### src/design/hllc_pkg.sv
// Shared types, register-file map and microprogram for the HLLC interface solver.
`default_nettype none
package hllc_pkg;

  typedef logic signed [63:0] fix_t;

  typedef struct packed {
    logic side;
    fix_t density;
    fix_t pressure;
    fix_t total_energy;
    fix_t sound_speed;
    fix_t vel_x;
    fix_t vel_y;
    fix_t vel_z;
    fix_t normal_x;
    fix_t normal_y;
    fix_t normal_z;
  } in_item_t;

  typedef struct packed {
    fix_t star_density;
    fix_t star_vel_x;
    fix_t star_vel_y;
    fix_t star_vel_z;
    fix_t star_pressure;
    fix_t star_energy;
    logic [1:0] region;
    logic div_fault;
  } out_item_t;

  typedef struct packed {
    in_item_t rgt;
    fix_t l_density;
    fix_t l_pressure;
    fix_t l_energy;
    fix_t l_sound;
    fix_t l_vx;
    fix_t l_vy;
    fix_t l_vz;
  } q_entry_t;

  typedef enum logic [2:0] {
    OP_ADD, OP_SUB, OP_MUL, OP_DIV, OP_HALF, OP_MAX0, OP_MIN, OP_END
  } op_t;

  typedef enum logic [2:0] {
    FC_NONE, FC_S, FC_R, FC_E, FC_P
  } fc_t;

  typedef struct packed {
    op_t op;
    fc_t fc;
    logic d3;
    logic [5:0] dst;
    logic ka;
    logic [5:0] a;
    logic kb;
    logic [5:0] b;
  } instr_t;

  localparam logic [1:0] REG_LEFT  = 2'd0;
  localparam logic [1:0] REG_LSTAR = 2'd1;
  localparam logic [1:0] REG_RSTAR = 2'd2;
  localparam logic [1:0] REG_RIGHT = 2'd3;

  // register file map; right block mirrors left block at K_OFS
  localparam logic [5:0] X_ZERO = 6'd0;
  localparam logic [5:0] X_LR   = 6'd1;
  localparam logic [5:0] X_LP   = 6'd2;
  localparam logic [5:0] X_LE   = 6'd3;
  localparam logic [5:0] X_LC   = 6'd4;
  localparam logic [5:0] X_LV0  = 6'd5;
  localparam logic [5:0] X_LV1  = 6'd6;
  localparam logic [5:0] X_LV2  = 6'd7;
  localparam logic [5:0] X_LU   = 6'd8;
  localparam logic [5:0] X_LS   = 6'd9;
  localparam logic [5:0] X_RR   = 6'd10;
  localparam logic [5:0] X_RP   = 6'd11;
  localparam logic [5:0] X_RE   = 6'd12;
  localparam logic [5:0] X_RC   = 6'd13;
  localparam logic [5:0] X_RV0  = 6'd14;
  localparam logic [5:0] X_RV1  = 6'd15;
  localparam logic [5:0] X_RV2  = 6'd16;
  localparam logic [5:0] X_RU   = 6'd17;
  localparam logic [5:0] X_RS   = 6'd18;
  localparam logic [5:0] X_N0   = 6'd19;
  localparam logic [5:0] X_N1   = 6'd20;
  localparam logic [5:0] X_N2   = 6'd21;
  localparam logic [5:0] X_SS   = 6'd22;
  localparam logic [5:0] X_DL   = 6'd23;
  localparam logic [5:0] X_DR   = 6'd24;
  localparam logic [5:0] X_SU   = 6'd25;
  localparam logic [5:0] X_SU2  = 6'd26;
  localparam logic [5:0] X_T1   = 6'd27;
  localparam logic [5:0] X_T2   = 6'd28;
  localparam logic [5:0] X_T3   = 6'd29;
  localparam logic [5:0] X_BR   = 6'd30;
  localparam logic [5:0] X_RHO  = 6'd31;
  localparam logic [5:0] X_EST  = 6'd32;
  localparam logic [5:0] X_PST  = 6'd33;
  localparam logic [5:0] X_VS0  = 6'd34;
  localparam logic [5:0] X_VS1  = 6'd35;
  localparam logic [5:0] X_VS2  = 6'd36;
  localparam logic [5:0] X_SUM  = 6'd37;
  localparam logic [5:0] X_RA   = 6'd38;
  localparam logic [5:0] X_RCL  = 6'd39;
  localparam logic [5:0] X_RCR  = 6'd40;
  localparam logic [5:0] X_RCLR = 6'd41;
  localparam logic [5:0] X_DU   = 6'd42;
  localparam logic [5:0] X_LIM  = 6'd43;
  localparam logic [5:0] X_NUM  = 6'd44;
  localparam logic [5:0] X_DEN  = 6'd45;
  localparam logic [5:0] K_OFS  = 6'd9;

  localparam logic [6:0] PC_END_A = 7'd27;
  localparam logic [6:0] PC_STAR  = 7'd28;
  localparam logic [6:0] PC_END_B = 7'd46;
  localparam logic [6:0] PC_LIM   = 7'd47;
  localparam logic [6:0] PC_PLAIN = 7'd72;

  function automatic instr_t mk(op_t op, fc_t fc, logic d3, logic [5:0] dst,
                                logic ka, logic [5:0] a, logic kb, logic [5:0] b);
    instr_t i;
    i.op = op; i.fc = fc; i.d3 = d3; i.dst = dst;
    i.ka = ka; i.a = a; i.kb = kb; i.b = b;
    return i;
  endfunction

  function automatic instr_t prog(logic [6:0] pc);
    instr_t i;
    case (pc)
      7'd0:  i = mk(OP_MUL, FC_NONE, 1'b0, X_T1, 1'b0, X_N0, 1'b0, X_LV0);
      7'd1:  i = mk(OP_MUL, FC_NONE, 1'b0, X_T2, 1'b0, X_N1, 1'b0, X_LV1);
      7'd2:  i = mk(OP_ADD, FC_NONE, 1'b0, X_T3, 1'b0, X_T1, 1'b0, X_T2);
      7'd3:  i = mk(OP_MUL, FC_NONE, 1'b1, X_T1, 1'b0, X_N2, 1'b0, X_LV2);
      7'd4:  i = mk(OP_ADD, FC_NONE, 1'b1, X_T3, 1'b0, X_T3, 1'b0, X_T1);
      7'd5:  i = mk(OP_SUB, FC_NONE, 1'b0, X_LU, 1'b0, X_ZERO, 1'b0, X_T3);
      7'd6:  i = mk(OP_MUL, FC_NONE, 1'b0, X_T1, 1'b0, X_N0, 1'b0, X_RV0);
      7'd7:  i = mk(OP_MUL, FC_NONE, 1'b0, X_T2, 1'b0, X_N1, 1'b0, X_RV1);
      7'd8:  i = mk(OP_ADD, FC_NONE, 1'b0, X_T3, 1'b0, X_T1, 1'b0, X_T2);
      7'd9:  i = mk(OP_MUL, FC_NONE, 1'b1, X_T1, 1'b0, X_N2, 1'b0, X_RV2);
      7'd10: i = mk(OP_ADD, FC_NONE, 1'b1, X_T3, 1'b0, X_T3, 1'b0, X_T1);
      7'd11: i = mk(OP_SUB, FC_NONE, 1'b0, X_RU, 1'b0, X_ZERO, 1'b0, X_T3);
      7'd12: i = mk(OP_SUB, FC_NONE, 1'b0, X_LS, 1'b0, X_LU, 1'b0, X_LC);
      7'd13: i = mk(OP_ADD, FC_NONE, 1'b0, X_RS, 1'b0, X_RU, 1'b0, X_RC);
      7'd14: i = mk(OP_SUB, FC_NONE, 1'b0, X_DR, 1'b0, X_RS, 1'b0, X_RU);
      7'd15: i = mk(OP_SUB, FC_NONE, 1'b0, X_DL, 1'b0, X_LU, 1'b0, X_LS);
      7'd16: i = mk(OP_MUL, FC_NONE, 1'b0, X_T1, 1'b0, X_RR, 1'b0, X_RU);
      7'd17: i = mk(OP_MUL, FC_NONE, 1'b0, X_T1, 1'b0, X_T1, 1'b0, X_DR);
      7'd18: i = mk(OP_MUL, FC_NONE, 1'b0, X_T2, 1'b0, X_LR, 1'b0, X_LU);
      7'd19: i = mk(OP_MUL, FC_NONE, 1'b0, X_T2, 1'b0, X_T2, 1'b0, X_DL);
      7'd20: i = mk(OP_ADD, FC_NONE, 1'b0, X_NUM, 1'b0, X_T1, 1'b0, X_T2);
      7'd21: i = mk(OP_ADD, FC_NONE, 1'b0, X_NUM, 1'b0, X_NUM, 1'b0, X_LP);
      7'd22: i = mk(OP_SUB, FC_NONE, 1'b0, X_NUM, 1'b0, X_NUM, 1'b0, X_RP);
      7'd23: i = mk(OP_MUL, FC_NONE, 1'b0, X_T1, 1'b0, X_RR, 1'b0, X_DR);
      7'd24: i = mk(OP_MUL, FC_NONE, 1'b0, X_T2, 1'b0, X_LR, 1'b0, X_DL);
      7'd25: i = mk(OP_ADD, FC_NONE, 1'b0, X_DEN, 1'b0, X_T1, 1'b0, X_T2);
      7'd26: i = mk(OP_DIV, FC_S, 1'b0, X_SS, 1'b0, X_NUM, 1'b0, X_DEN);
      7'd28: i = mk(OP_SUB, FC_NONE, 1'b0, X_SU, 1'b1, X_LS, 1'b1, X_LU);
      7'd29: i = mk(OP_SUB, FC_NONE, 1'b0, X_SU2, 1'b0, X_SS, 1'b1, X_LU);
      7'd30: i = mk(OP_MUL, FC_NONE, 1'b0, X_T1, 1'b1, X_LR, 1'b0, X_SU);
      7'd31: i = mk(OP_SUB, FC_NONE, 1'b0, X_T2, 1'b1, X_LS, 1'b0, X_SS);
      7'd32: i = mk(OP_DIV, FC_R, 1'b0, X_RHO, 1'b0, X_T1, 1'b0, X_T2);
      7'd33: i = mk(OP_DIV, FC_E, 1'b0, X_T1, 1'b1, X_LP, 1'b1, X_LR);
      7'd34: i = mk(OP_DIV, FC_E, 1'b0, X_T1, 1'b0, X_T1, 1'b0, X_SU);
      7'd35: i = mk(OP_ADD, FC_NONE, 1'b0, X_BR, 1'b0, X_SS, 1'b0, X_T1);
      7'd36: i = mk(OP_DIV, FC_E, 1'b0, X_T2, 1'b1, X_LE, 1'b1, X_LR);
      7'd37: i = mk(OP_MUL, FC_NONE, 1'b0, X_T1, 1'b0, X_SU2, 1'b0, X_BR);
      7'd38: i = mk(OP_ADD, FC_NONE, 1'b0, X_BR, 1'b0, X_T2, 1'b0, X_T1);
      7'd39: i = mk(OP_MUL, FC_NONE, 1'b0, X_EST, 1'b0, X_RHO, 1'b0, X_BR);
      7'd40: i = mk(OP_MUL, FC_NONE, 1'b0, X_T1, 1'b0, X_N0, 1'b0, X_SU2);
      7'd41: i = mk(OP_SUB, FC_NONE, 1'b0, X_VS0, 1'b1, X_LV0, 1'b0, X_T1);
      7'd42: i = mk(OP_MUL, FC_NONE, 1'b0, X_T1, 1'b0, X_N1, 1'b0, X_SU2);
      7'd43: i = mk(OP_SUB, FC_NONE, 1'b0, X_VS1, 1'b1, X_LV1, 1'b0, X_T1);
      7'd44: i = mk(OP_MUL, FC_NONE, 1'b1, X_T1, 1'b0, X_N2, 1'b0, X_SU2);
      7'd45: i = mk(OP_SUB, FC_NONE, 1'b1, X_VS2, 1'b1, X_LV2, 1'b0, X_T1);
      7'd47: i = mk(OP_ADD, FC_NONE, 1'b0, X_SUM, 1'b0, X_LR, 1'b0, X_RR);
      7'd48: i = mk(OP_ADD, FC_NONE, 1'b0, X_T1, 1'b0, X_LR, 1'b0, X_LR);
      7'd49: i = mk(OP_MUL, FC_NONE, 1'b0, X_T1, 1'b0, X_T1, 1'b0, X_RR);
      7'd50: i = mk(OP_DIV, FC_P, 1'b0, X_RA, 1'b0, X_T1, 1'b0, X_SUM);
      7'd51: i = mk(OP_MUL, FC_NONE, 1'b0, X_RCL, 1'b0, X_LR, 1'b0, X_LC);
      7'd52: i = mk(OP_MUL, FC_NONE, 1'b0, X_RCR, 1'b0, X_RR, 1'b0, X_RC);
      7'd53: i = mk(OP_MUL, FC_NONE, 1'b0, X_T1, 1'b0, X_RCL, 1'b0, X_LR);
      7'd54: i = mk(OP_MUL, FC_NONE, 1'b0, X_T2, 1'b0, X_RCR, 1'b0, X_RR);
      7'd55: i = mk(OP_ADD, FC_NONE, 1'b0, X_T1, 1'b0, X_T1, 1'b0, X_T2);
      7'd56: i = mk(OP_DIV, FC_P, 1'b0, X_RCLR, 1'b0, X_T1, 1'b0, X_SUM);
      7'd57: i = mk(OP_SUB, FC_NONE, 1'b0, X_DU, 1'b0, X_LU, 1'b0, X_RU);
      7'd58: i = mk(OP_MUL, FC_NONE, 1'b0, X_LIM, 1'b0, X_RA, 1'b0, X_DU);
      7'd59: i = mk(OP_MAX0, FC_NONE, 1'b0, X_LIM, 1'b0, X_LIM, 1'b0, X_ZERO);
      7'd60: i = mk(OP_ADD, FC_NONE, 1'b0, X_T1, 1'b0, X_LIM, 1'b0, X_LIM);
      7'd61: i = mk(OP_ADD, FC_NONE, 1'b0, X_LIM, 1'b0, X_T1, 1'b0, X_LIM);
      7'd62: i = mk(OP_MIN, FC_NONE, 1'b0, X_LIM, 1'b0, X_LIM, 1'b0, X_RCLR);
      7'd63: i = mk(OP_MUL, FC_NONE, 1'b0, X_T1, 1'b0, X_LIM, 1'b0, X_DU);
      7'd64: i = mk(OP_SUB, FC_NONE, 1'b0, X_T2, 1'b0, X_RCR, 1'b0, X_RCL);
      7'd65: i = mk(OP_MUL, FC_NONE, 1'b0, X_T2, 1'b0, X_SS, 1'b0, X_T2);
      7'd66: i = mk(OP_ADD, FC_NONE, 1'b0, X_T1, 1'b0, X_T1, 1'b0, X_T2);
      7'd67: i = mk(OP_HALF, FC_NONE, 1'b0, X_T1, 1'b0, X_T1, 1'b0, X_ZERO);
      7'd68: i = mk(OP_ADD, FC_NONE, 1'b0, X_T2, 1'b0, X_LP, 1'b0, X_RP);
      7'd69: i = mk(OP_HALF, FC_NONE, 1'b0, X_T2, 1'b0, X_T2, 1'b0, X_ZERO);
      7'd70: i = mk(OP_ADD, FC_NONE, 1'b0, X_PST, 1'b0, X_T2, 1'b0, X_T1);
      7'd72: i = mk(OP_SUB, FC_NONE, 1'b0, X_T1, 1'b0, X_LS, 1'b0, X_LU);
      7'd73: i = mk(OP_MUL, FC_NONE, 1'b0, X_T1, 1'b0, X_LR, 1'b0, X_T1);
      7'd74: i = mk(OP_SUB, FC_NONE, 1'b0, X_T2, 1'b0, X_SS, 1'b0, X_LU);
      7'd75: i = mk(OP_MUL, FC_NONE, 1'b0, X_T1, 1'b0, X_T1, 1'b0, X_T2);
      7'd76: i = mk(OP_ADD, FC_NONE, 1'b0, X_PST, 1'b0, X_LP, 1'b0, X_T1);
      default: i = mk(OP_END, FC_NONE, 1'b0, X_ZERO, 1'b0, X_ZERO, 1'b0, X_ZERO);
    endcase
    return i;
  endfunction

endpackage
`default_nettype wire

### src/design/hllc_front.sv
// Front part: accept items, hold the left state, queue right items with a left snapshot.
`default_nettype none
module hllc_front
  import hllc_pkg::*;
(
  input  wire logic clk,
  input  wire logic rst_n,
  input  wire logic in_valid,
  output logic      in_ready,
  input  in_item_t  in_item,
  input  wire logic q_full,
  output logic      push,
  output q_entry_t  push_data
);
  fix_t l_density_r, l_pressure_r, l_energy_r, l_sound_r, l_vx_r, l_vy_r, l_vz_r;
  logic take;

  assign in_ready = !q_full;
  assign take     = in_valid && in_ready;
  assign push     = take && in_item.side;

  always_comb begin
    push_data.rgt        = in_item;
    push_data.l_density  = l_density_r;
    push_data.l_pressure = l_pressure_r;
    push_data.l_energy   = l_energy_r;
    push_data.l_sound    = l_sound_r;
    push_data.l_vx       = l_vx_r;
    push_data.l_vy       = l_vy_r;
    push_data.l_vz       = l_vz_r;
  end

  always_ff @(posedge clk) begin
    if (!rst_n) begin
      l_density_r  <= '0;
      l_pressure_r <= '0;
      l_energy_r   <= '0;
      l_sound_r    <= '0;
      l_vx_r       <= '0;
      l_vy_r       <= '0;
      l_vz_r       <= '0;
    end else if (take && !in_item.side) begin
      l_density_r  <= in_item.density;
      l_pressure_r <= in_item.pressure;
      l_energy_r   <= in_item.total_energy;
      l_sound_r    <= in_item.sound_speed;
      l_vx_r       <= in_item.vel_x;
      l_vy_r       <= in_item.vel_y;
      l_vz_r       <= in_item.vel_z;
    end
  end
endmodule
`default_nettype wire

### config.mk
export PLATFORM = sky130hd
export DESIGN_NAME = hllc_front
export DESIGN_NICKNAME = d
export VERILOG_FILES = /design/src/design/hllc_pkg.sv /design/src/design/hllc_front.sv
export SDC_FILE = /design/constraint.sdc
export NUM_CORES = 1
export LEC_CHECK = 0
export BUFFER_PORTS_ARGS = -buffer_cell sky130_fd_sc_hd__buf_2
export CORE_AREA = 2 2 686 688
export DETAILED_ROUTE_END_ITERATION = 12
export DIE_AREA = 0 0 688 690
export HOLD_SLACK_MARGIN = 0.08
export PLACE_DENSITY = 0.3
export SLEW_MARGIN = 20
export SYNTH_ARGS = -nofsm -noshare
export SYNTH_HDL_FRONTEND = slang
export SYNTH_SLANG_ARGS = --single-unit
### constraint.sdc
create_clock -name clk -period 1.14 [get_ports clk]
set_input_delay 0.228 -clock clk [delete_from_list [all_inputs] [get_ports clk]]
set_output_delay 0.228 -clock clk [all_outputs]
set_load 0.005 [all_outputs]
==> results of run 1 <==
## placed cells by master, fill, tap and decap left out
master          instances
clkinv_2               10
buf_6                 275
dfxtp_2               419
clkbuf_8               15
buf_8                  33
clkbuf_1               17
buf_4                 191
dfxtp_4                29
bufinv_16               2
dlymetal6s4s_1          1
nand2_1               896
clkbuf_2                1
mux2i_1               448
diode_2                16
buf_12                143
inv_1                   1
nor3b_4                 1
clkinvlp_4              1
buf_2                 935
inv_6                   3
dlygate4sd3_1         491
clkinv_4                1
clkbuf_16              63
and3_1                  1
## timing repair
action | 4_1_cts | 5_1_grt
gates resized for setup | 887 | 57
setup endpoints to repair | 448 | 550
buffers inserted | 41 | 51
hold buffers | 494 | 1
gates cloned | 0 | 0
hold endpoints to repair | 448 | 3
## tightest hold or removal path, stage by stage
cell and delay [ns]:
buf_8 0.12, buf_12 0.15, buf_12 0.18, nand2_1 0.07, mux2i_1 0.05
## state kept, by name, summed over array words and instances (netlist names)
name,count
l_density_r,64
l_energy_r,64
l_pressure_r,64
l_sound_r,64
l_vx_r,64
l_vy_r,64
l_vz_r,64
## final cells by class
cell class	instances	area share [%]
clock buffer	95	4.12
tap	6198	17.3
antenna	16	0.0894
sequential	448	21.4
multi-input combinational	1346	17.6
timing repair buffer	2070	39.1
clock inverter	17	0.341
inverter	1	0.00838
## power by group
part	internal (mW)	switching [mW]	total (mW)
combinational	4.75	5.89	10.6
clock	11.5	8.78	20.2
sequential	16.3	0.438	16.7
## stage by stage
stage / instance area, µm² / std cells / hold slack [ns] / total power, mW / TNS (ns)
floorplan: 23100 / 2586 / 0.370 / 20.6 / 0
global placement: 34200 / 9478 / 0.441 / 26.0 / -215.78
detailed placement: 34200 / 9478 / 0.444 / 26.0 / -217.40
CTS: 44100 / 10125 / 0.0885 / 49.0 / -188.92
global route: 44800 / 10187 / 0.108 / 50.0 / -166.62
finish: 44800 / 10191 / 0.151 / 47.6 / -122.91
## final timing paths
| path | from | endpoint | slack [ns] | depth (start not counted) |
|---|---|---|---|---|
| setup reg to reg | l_density_r[56] | l_density_r[56] | 0.36 | 4 |
| hold / removal | rst_n | l_sound_r[62] | 0.15 | 5 |
| setup / recovery | l_pressure_r[61] | push_data[381] | -0.37 | 1 |
| hold reg to reg | l_sound_r[26] | l_sound_r[26] | 0.45 | 2 |
## cell families after synthesis
kind of cell	Yosys count	share of synthesized area [%]
muxes	448	19.4
and+or+nand+nor	898	14.7
DFF	448	38.9
buffers and inverters	792	27.0
## routing by layer
layer,vias up,GRT usage (%),share of wire (%)
met5,-,0,0.096
met4,38,3.13,3.2
met3,345,7.28,15
met2,1184,17.4,46
met1,10642,10.7,35
li1,10284,-,-
==> flow_summary.json, run 1 <==
{
  "critical_path.slowest_cell": "dfxtp_2",
  "overflow": 0,
  "grt_pass1_vias": 22433,
  "synthTopCellsByArea": "dfxtp_1, buf_4, mux2i_1",
  "outcome": "finished with violations",
  "fp.dieW_um": 688,
  "gp_congestion": 0.984,
  "yosysMostFrequentCell": "nand2_1",
  "cts_num_sinks": 448,
  "post-route-worst-setup-slack_ns": -0.368,
  "finalWirelength_mm": 261,
  "finalNetCount": 4573,
  "synth.distinct_cells": 13,
  "avgSynthCellArea_um2": 8.92,
  "start_util_pct": 4.94,
  "hp-class": "input pin to register",
  "yosysTopAreaCellShare_pct": 38.9,
  "avgViaCountPerCell": 2.21,
  "syn_inst": 2586,
  "dr_total_vias": 22493,
  "setup.worst_path.class": "register to output port",
  "gr-usage-all-layers_pct": 10.6,
  "antenna_found_initial": 95,
  "grt_pass1_wl_mm": 311,
  "cts_made_buffers": 61,
  "rows": 251,
  "netlist_area_mm2": 0.0231,
  "path_max_fanout": 2,
  "post-route-min-period_ns": 1.51,
  "dr.pass1.iters": 5,
  "hold_violations": 0,
  "violations": "setup timing",
  "critPathLaunchType": "register",
  "cp_top_family": "flip-flops",
  "drcViolationCount": 0,
  "drive_above_1_share_pct": 53.4,
  "grt_start_max_net_pins": 62,
  "maxClockFrequency_ghz": 0.663,
  "root_buffer": "clkbuf_16",
  "arrival_ns": 1.28,
  "p_leak_nw": 17.6,
  "wl_per_cell_um": 25.6,
  "post-route-period-util_pct": 132,
  "io_buffers": 1351,
  "clkTransAtPathRegs_ns": 0.06,
  "clk_latency_ns": 0.72,
  "core_area_mm2": 0.467,
  "fp.dieH_um": 690,
  "path_cells": "buf_12",
  "p_per_area_mw_per_mm2": 1060,
  "regArea_mm2": 0.00960,
  "slew-limit-headroom_pct": 47.3,
  "yosys-top-cells-count": "nand2_1, buf_4, dfxtp_1, mux2i_1, buf_2",
  "finish.utilization_pct": 9.59,
  "ant_nets": 0,
  "synthFlopType": "dfxtp_1",
  "ys_seq_elements": 448,
  "syn_nets": 3231,
  "clockBufferDepth": 3,
  "cp-end-kind": "output port",
  "fp.dieArea_mm2": 0.475,
  "finalSetupViolations": 448,
  "area_growth_pct": 94.2,
  "worstMarginPinSlew_ns": 0.790,
  "skew_ns": 0,
  "hpwl_mm": 232,
  "synthArstFlopShare_pct": 0,
  "ys_warn_count": 0,
  "report.final.slew_viol_count": 0,
  "n_fill_cell": 54577,
  "htree_levels": 2,
  "cts_tree": "yes",
  "worst-path-buf-inv": 1,
  "worstPathRequired_ns": 0.91,
  "io-pin-count": 1736,
  "synth_edf_count": 0,
  "drt_iter0_markers": 1025,
  "ys_seq_area_share_pct": 38.9,
  "rsz0062_at_grt": "true",
  "cap_viol_max_count": 0,
  "synth_top_cell_by_area": "dfxtp_1",
  "ir_worst_vdd_mv": 1.23,
  "multiInputGateArea_mm2": 0.00787,
  "cp_slowest_stage_delay_ns": 0.35,
  "pre_cts_ws_ns": -0.615
}
Power figures use the tool's default switching activity.
==> inputs of run 2 (changes only) <==
- REMOVE_ABC_BUFFERS: not set -> 1
==> flow_summary.json, run 2 (synthesis results as in run 1) <==
{
  "outcome": "finished with violations",
  "violations": "setup timing",
  "area_growth_pct": 102,
  "drive_above_1_share_pct": 51.3,
  "gp_congestion": 0.823,
  "clockBufferDepth": 4,
  "p_per_area_mw_per_mm2": 1100,
  "pre_cts_ws_ns": -0.700,
  "path_max_fanout": 2,
  "dp_cells": 9447,
  "grt_pass1_vias": 23401,
  "hold_slack_ns": 0.0629,
  "final_cell_mix": "nand2_1, buf_2, dlygate4sd3_1",
  "p_seq_share_pct": 32.8,
  "maxClockFrequency_ghz": 0.638,
  "hpwl_mm": 276,
  "hp-class": "input pin to register",
  "grt_pass1_wl_mm": 373,
  "grt_start_max_net_pins": 70,
  "ir_worst_vdd_mv": 0.825,
  "finalNetCount": 4679,
  "ant_nets": 0,
  "drcViolationCount": 0,
  "final_common_cell": "nand2_1",
  "post-route-min-period_ns": 1.57,
  "overflow": 0,
  "worstMarginPinSlew_ns": 0.852,
  "arrival_ns": 1.34,
  "p_int_mw": 34.9,
  "antenna_found_initial": 76,
  "cts_made_buffers": 74,
  "fp.dieH_um": 690,
  "cp-end-kind": "output port",
  "avgViaCountPerCell": 2.37,
  "start_util_pct": 4.94,
  "total_power_mw": 50.9,
  "hold_violations": 0,
  "dr.pass1.iters": 5,
  "r2r-start": "l_pressure_r[21]",
  "combPwrFrac_pct": 21.3,
  "dr_total_vias": 24378,
  "post-route-period-util_pct": 138,
  "slew-limit-headroom_pct": 43.1,
  "wl_per_cell_um": 31.2,
  "root_buffer": "clkbuf_16",
  "critPathLaunchType": "register",
  "drt_iter0_markers": 1799,
  "clockPowerShare_pct": 45.8,
  "switchingPower_mw": 16.0,
  "fp.dieW_um": 688,
  "fp.dieArea_mm2": 0.475,
  "io_buffers": 1351,
  "cp-startpoint": "l_density_r[9]",
  "skew_ns": 0,
  "setup.worst_path.class": "register to output port",
  "report.final.slew_viol_count": 0,
  "finish.utilization_pct": 9.96,
  "gr-usage-all-layers_pct": 13.0,
  "io-pin-count": 1736,
  "finalWirelength_mm": 322,
  "n_fill_cell": 54373,
  "post-route-worst-setup-slack_ns": -0.428,
  "worstPathRequired_ns": 0.91,
  "htree_levels": 3,
  "ff2ff_setup_slack_ns": 0.33,
  "reg2reg_to": "l_pressure_r[21]",
  "rows": 251,
  "reg2reg_depth": 4,
  "core_area_mm2": 0.467,
  "worstSetupEndpoint": "push_data[393]",
  "clk_latency_ns": 0.81,
  "clkTransAtPathRegs_ns": 0.06,
  "cap_viol_max_count": 0,
  "p_sw_share_pct": 31.5,
  "cts_tree": "yes",
  "finalSetupViolations": 465,
  "instances_no_fill": 10301,
  "p_leak_nw": 18.0,
  "rsz0062_at_grt": "true",
  "cts_num_sinks": 448
}
## run 2: changes by cell type in the layout (fill, tap and decap cells not counted), moves of 11 or more
cell / change
buf_8: -18
buf_6: +54
dlygate4sd3_1: +132
clkbuf_16: +11
buf_12: +12
buf_4: -45
buf_2: -45
## run 2: power groups by stage
stage               sequential [mW]  clock (mW)  combinational (mW)
floorplan                      16.8           0                2.08
global placement               16.9           0                9.00
detailed placement             16.9           0                8.96
CTS                            16.7        24.7                11.2
global route                   16.8        25.0                11.8
finish                         16.7        23.3                10.9
## run 2: worst max-delay path, stage by stage, from the launching register on
cell,delay [ns]
dfxtp_2,0.32
buf_12,0.13
buf_12,0.13
## run 2: what timing repair did
action / 4_1_cts / 5_1_grt
setup endpoints to repair: 448 / 537
gates resized for setup: 900 / 50
hold buffers: 626 / 15
buffers inserted: 31 / 50
endpoints found under the hold margin: 448 / 9
## run 2: routing by layer
metal / up-vias / global-route usage, % / wire, µm
met4: 68 / 2.60 / 7530
met3: 337 / 12.1 / 64800
met5: - / 5.13 / 3740
met2: 1899 / 18.6 / 129000
met1: 11584 / 13.6 / 116000
li1: 10490 / - / -
## run 2: cell type report
class	instances	area [µm²]	share of cell area, %
Multi-Input combinational cell	1346	7870	16.9
Timing Repair Buffer	2163	18900	40.6
Inverter	1	3.75	0.00808
Tap cell	6198	7750	16.7
Clock inverter	24	284	0.611
Antenna cell	24	60.1	0.129
Clock buffer	97	2050	4.41
Sequential cell	448	9580	20.6
## run 2: worst min-delay path by stage
| stage | cells after the start | from | end |
|---|---|---|---|
| floorplan | 2 | in_item[576] | l_density_r[0] |
| global placement | 2 | l_pressure_r[55] | l_pressure_r[55] |
| detailed placement | 2 | l_sound_r[30] | l_sound_r[30] |
| CTS | 5 | in_item[640] | l_vy_r[0] |
| global route | 5 | in_item[640] | l_pressure_r[30] |
| finish | 5 | in_item[640] | l_pressure_r[30] |
## run 2: per-stage QoR
step	setup TNS (ns)	instance area (µm²)
after CTS	-209.82	45800
after detailed placement	-277.51	34100
after global placement	-274.96	34100
after floorplan	-	16800
after global routing	-181.46	46400
final	-139.88	46500
==> inputs of run 3 (changes only) <==
- ABC_AREA: not set -> 1
- CORE_AREA: 2 2 686 688 -> 2 2 685 687
- DIE_AREA: 0 0 688 690 -> 0 0 687 689
- REMOVE_ABC_BUFFERS: 1 -> not set
==> flow_summary.json, run 3 <==
{
  "dr_total_vias": 25142,
  "clockBufferDepth": 4,
  "synth_top_cell_by_area": "dfxtp_1",
  "synth_xor_area_share_pct": 0,
  "synthTopCellsByArea": "dfxtp_1, buf_4, nand2_1",
  "hpwl_mm": 255,
  "fp.dieArea_mm2": 0.473,
  "area_growth_pct": 93.7,
  "htree_levels": 3,
  "clkTransAtPathRegs_ns": 0.05,
  "synth_top_family_by_area": "buffers and inverters",
  "finalInstanceArea_mm2": 0.0446,
  "overflow": 0,
  "synth_compound_area_share_pct": 0,
  "regArea_mm2": 0.00959,
  "drive_above_1_share_pct": 43.4,
  "maxClockFrequency_ghz": 0.626,
  "clk_latency_ns": 0.75,
  "setup.worst_path.class": "input pin to register",
  "instances_no_fill": 11015,
  "ir_worst_vdd_mv": 0.970,
  "muxShareOfSynthArea_pct": 0,
  "rows": 251,
  "final_cell_mix": "buf_2, nand2_1, nor2_1",
  "grt_start_max_net_pins": 50,
  "avgSynthCellArea_um2": 6.61,
  "synthArstFlopShare_pct": 0,
  "arrival_ns": 2.29,
  "tns_ns": -168.18,
  "netlist_area_mm2": 0.0230,
  "drt_iter0_markers": 1112,
  "slew-limit-headroom_pct": 66.8,
  "post-route-worst-setup-slack_ns": -0.458,
  "synthFlopType": "dfxtp_1",
  "finalNetCount": 5403,
  "finalWirelength_mm": 286,
  "ys_seq_area_share_pct": 38.9,
  "skew_ns": 0,
  "pre_cts_ws_ns": -0.369,
  "drcViolationCount": 0,
  "critPathLaunchType": "input pin",
  "wl_per_cell_um": 26.0,
  "start_util_pct": 4.94,
  "fp.dieW_um": 687,
  "final_common_cell": "buf_2",
  "finish.utilization_pct": 9.57,
  "worstMarginPinSlew_ns": 0.496,
  "io_buffers": 1351,
  "worstPathRequired_ns": 1.83,
  "cp-end-kind": "register",
  "io-pin-count": 1736,
  "synth.distinct_cells": 10,
  "multiInputGateArea_mm2": 0.00675,
  "finalSetupViolations": 823,
  "ant_nets": 0,
  "path_max_fanout": 27,
  "gr-usage-all-layers_pct": 11.6,
  "rsz0062_at_grt": "true",
  "synthAdderAreaFrac_pct": 0,
  "gp_congestion": 0.983,
  "outcome": "finished with violations",
  "synth_edf_count": 0,
  "ys_seq_elements": 448,
  "p_leak_nw": 21.0,
  "ys_warn_count": 0,
  "cts_tree": "yes",
  "post-route-min-period_ns": 1.60,
  "report.final.slew_viol_count": 0,
  "p_per_area_mw_per_mm2": 1160,
  "hp-class": "input pin to register",
  "avgViaCountPerCell": 2.28,
  "n_fill_cell": 54852,
  "violations": "setup timing",
  "grt_pass1_vias": 24086,
  "cts_made_buffers": 76,
  "root_buffer": "clkbuf_16",
  "core_area_mm2": 0.466,
  "dr.pass1.iters": 5,
  "syn_nets": 4128,
  "yosysTopAreaCellShare_pct": 38.9,
  "cap_viol_max_count": 0,
  "syn_inst": 3483,
  "post-route-period-util_pct": 140,
  "fp.dieH_um": 689,
  "grt_pass1_wl_mm": 337,
  "hold_violations": 0,
  "synth_simple_gate_area_share_pct": 29.3,
  "total_power_mw": 51.9,
  "dpl-instance-area_mm2": 0.0344,
  "antenna_found_initial": 130,
  "hold_slack_ns": 0.208,
  "dp_cells": 10385,
  "yosys-top-cells-count": "nand2_1, nor2_1, buf_4, dfxtp_1, inv_1",
  "cts_num_sinks": 448
}
==> run 3: cell count changes after synthesis, moves of 3 or more <==
cell / before / now
buf_8: 3 / 0
inv_1: 1 / 448
buf_4: 645 / 680
buf_2: 59 / 71
buf_1: 6 / 0
buf_12: 44 / 0
nor2_1: 0 / 897
mux2i_1: 448 / 0
clkbuf_1: 33 / 36
==> run 3: logic make-up after synthesis <==
| kind of cell | count (synthesis) |
|---|---|
| simple gates | 1795 |
| buf+inv | 1240 |
| flops | 448 |
==> run 3: report_power, final <==
group / total [mW] / switching (mW) / internal (mW)
Clock: 23.3 / 9.81 / 13.5
Sequential: 17.3 / 0.643 / 16.6
Combinational: 11.3 / 6.32 / 4.96
==> run 3: cell type report <==
class	instances	area share, %
Antenna cell	9	0.0505
Clock buffer	110	4.82
Clock inverter	18	0.367
Inverter	450	3.79
Multi-Input combinational cell	1795	15.1
Sequential cell	448	21.5
Tap cell	6198	17.4
Timing Repair Buffer	1987	36.9
==> run 3: timing repair <==
item                       CTS  global route
setup buffers               10            29
hold endpoints to repair   448            55
resized for setup          894            53
pin swaps                    1             1
setup endpoints to repair  449           863
hold buffers               453             3
==> run 3: layer usage <==
| layer | GRT usage, % | share of wire [%] | routed length, µm |
|---|---|---|---|
| met5 | 0.0714 | 0.13 | 360 |
| met4 | 4.29 | 4.4 | 12700 |
| met3 | 10.5 | 20 | 55900 |
| met2 | 18.3 | 44 | 127000 |
| met1 | 10.5 | 31 | 90200 |
==> run 3: path summary, 6_finish.rpt <==
check / end / cells past startpoint / startpoint / slack (ns)
worst min-delay path: l_vx_r[45] / 4 / in_item[365] / 0.21
worst max-delay path: l_vx_r[38] / 7 / rst_n / -0.46
worst min register to register: l_sound_r[2] / 4 / l_sound_r[2] / 0.51
worst max register to register: l_vx_r[38] / 5 / l_vx_r[38] / 0
==> run 3: critical path, stage by stage <==
cell and delay [ns]:
buf_8 0.11, buf_4 0.11, dlygate4sd3_1 0.85, buf_12 0.25
nand2_1 0.08, nor2_1 0.07, dlygate4sd3_1 0.54
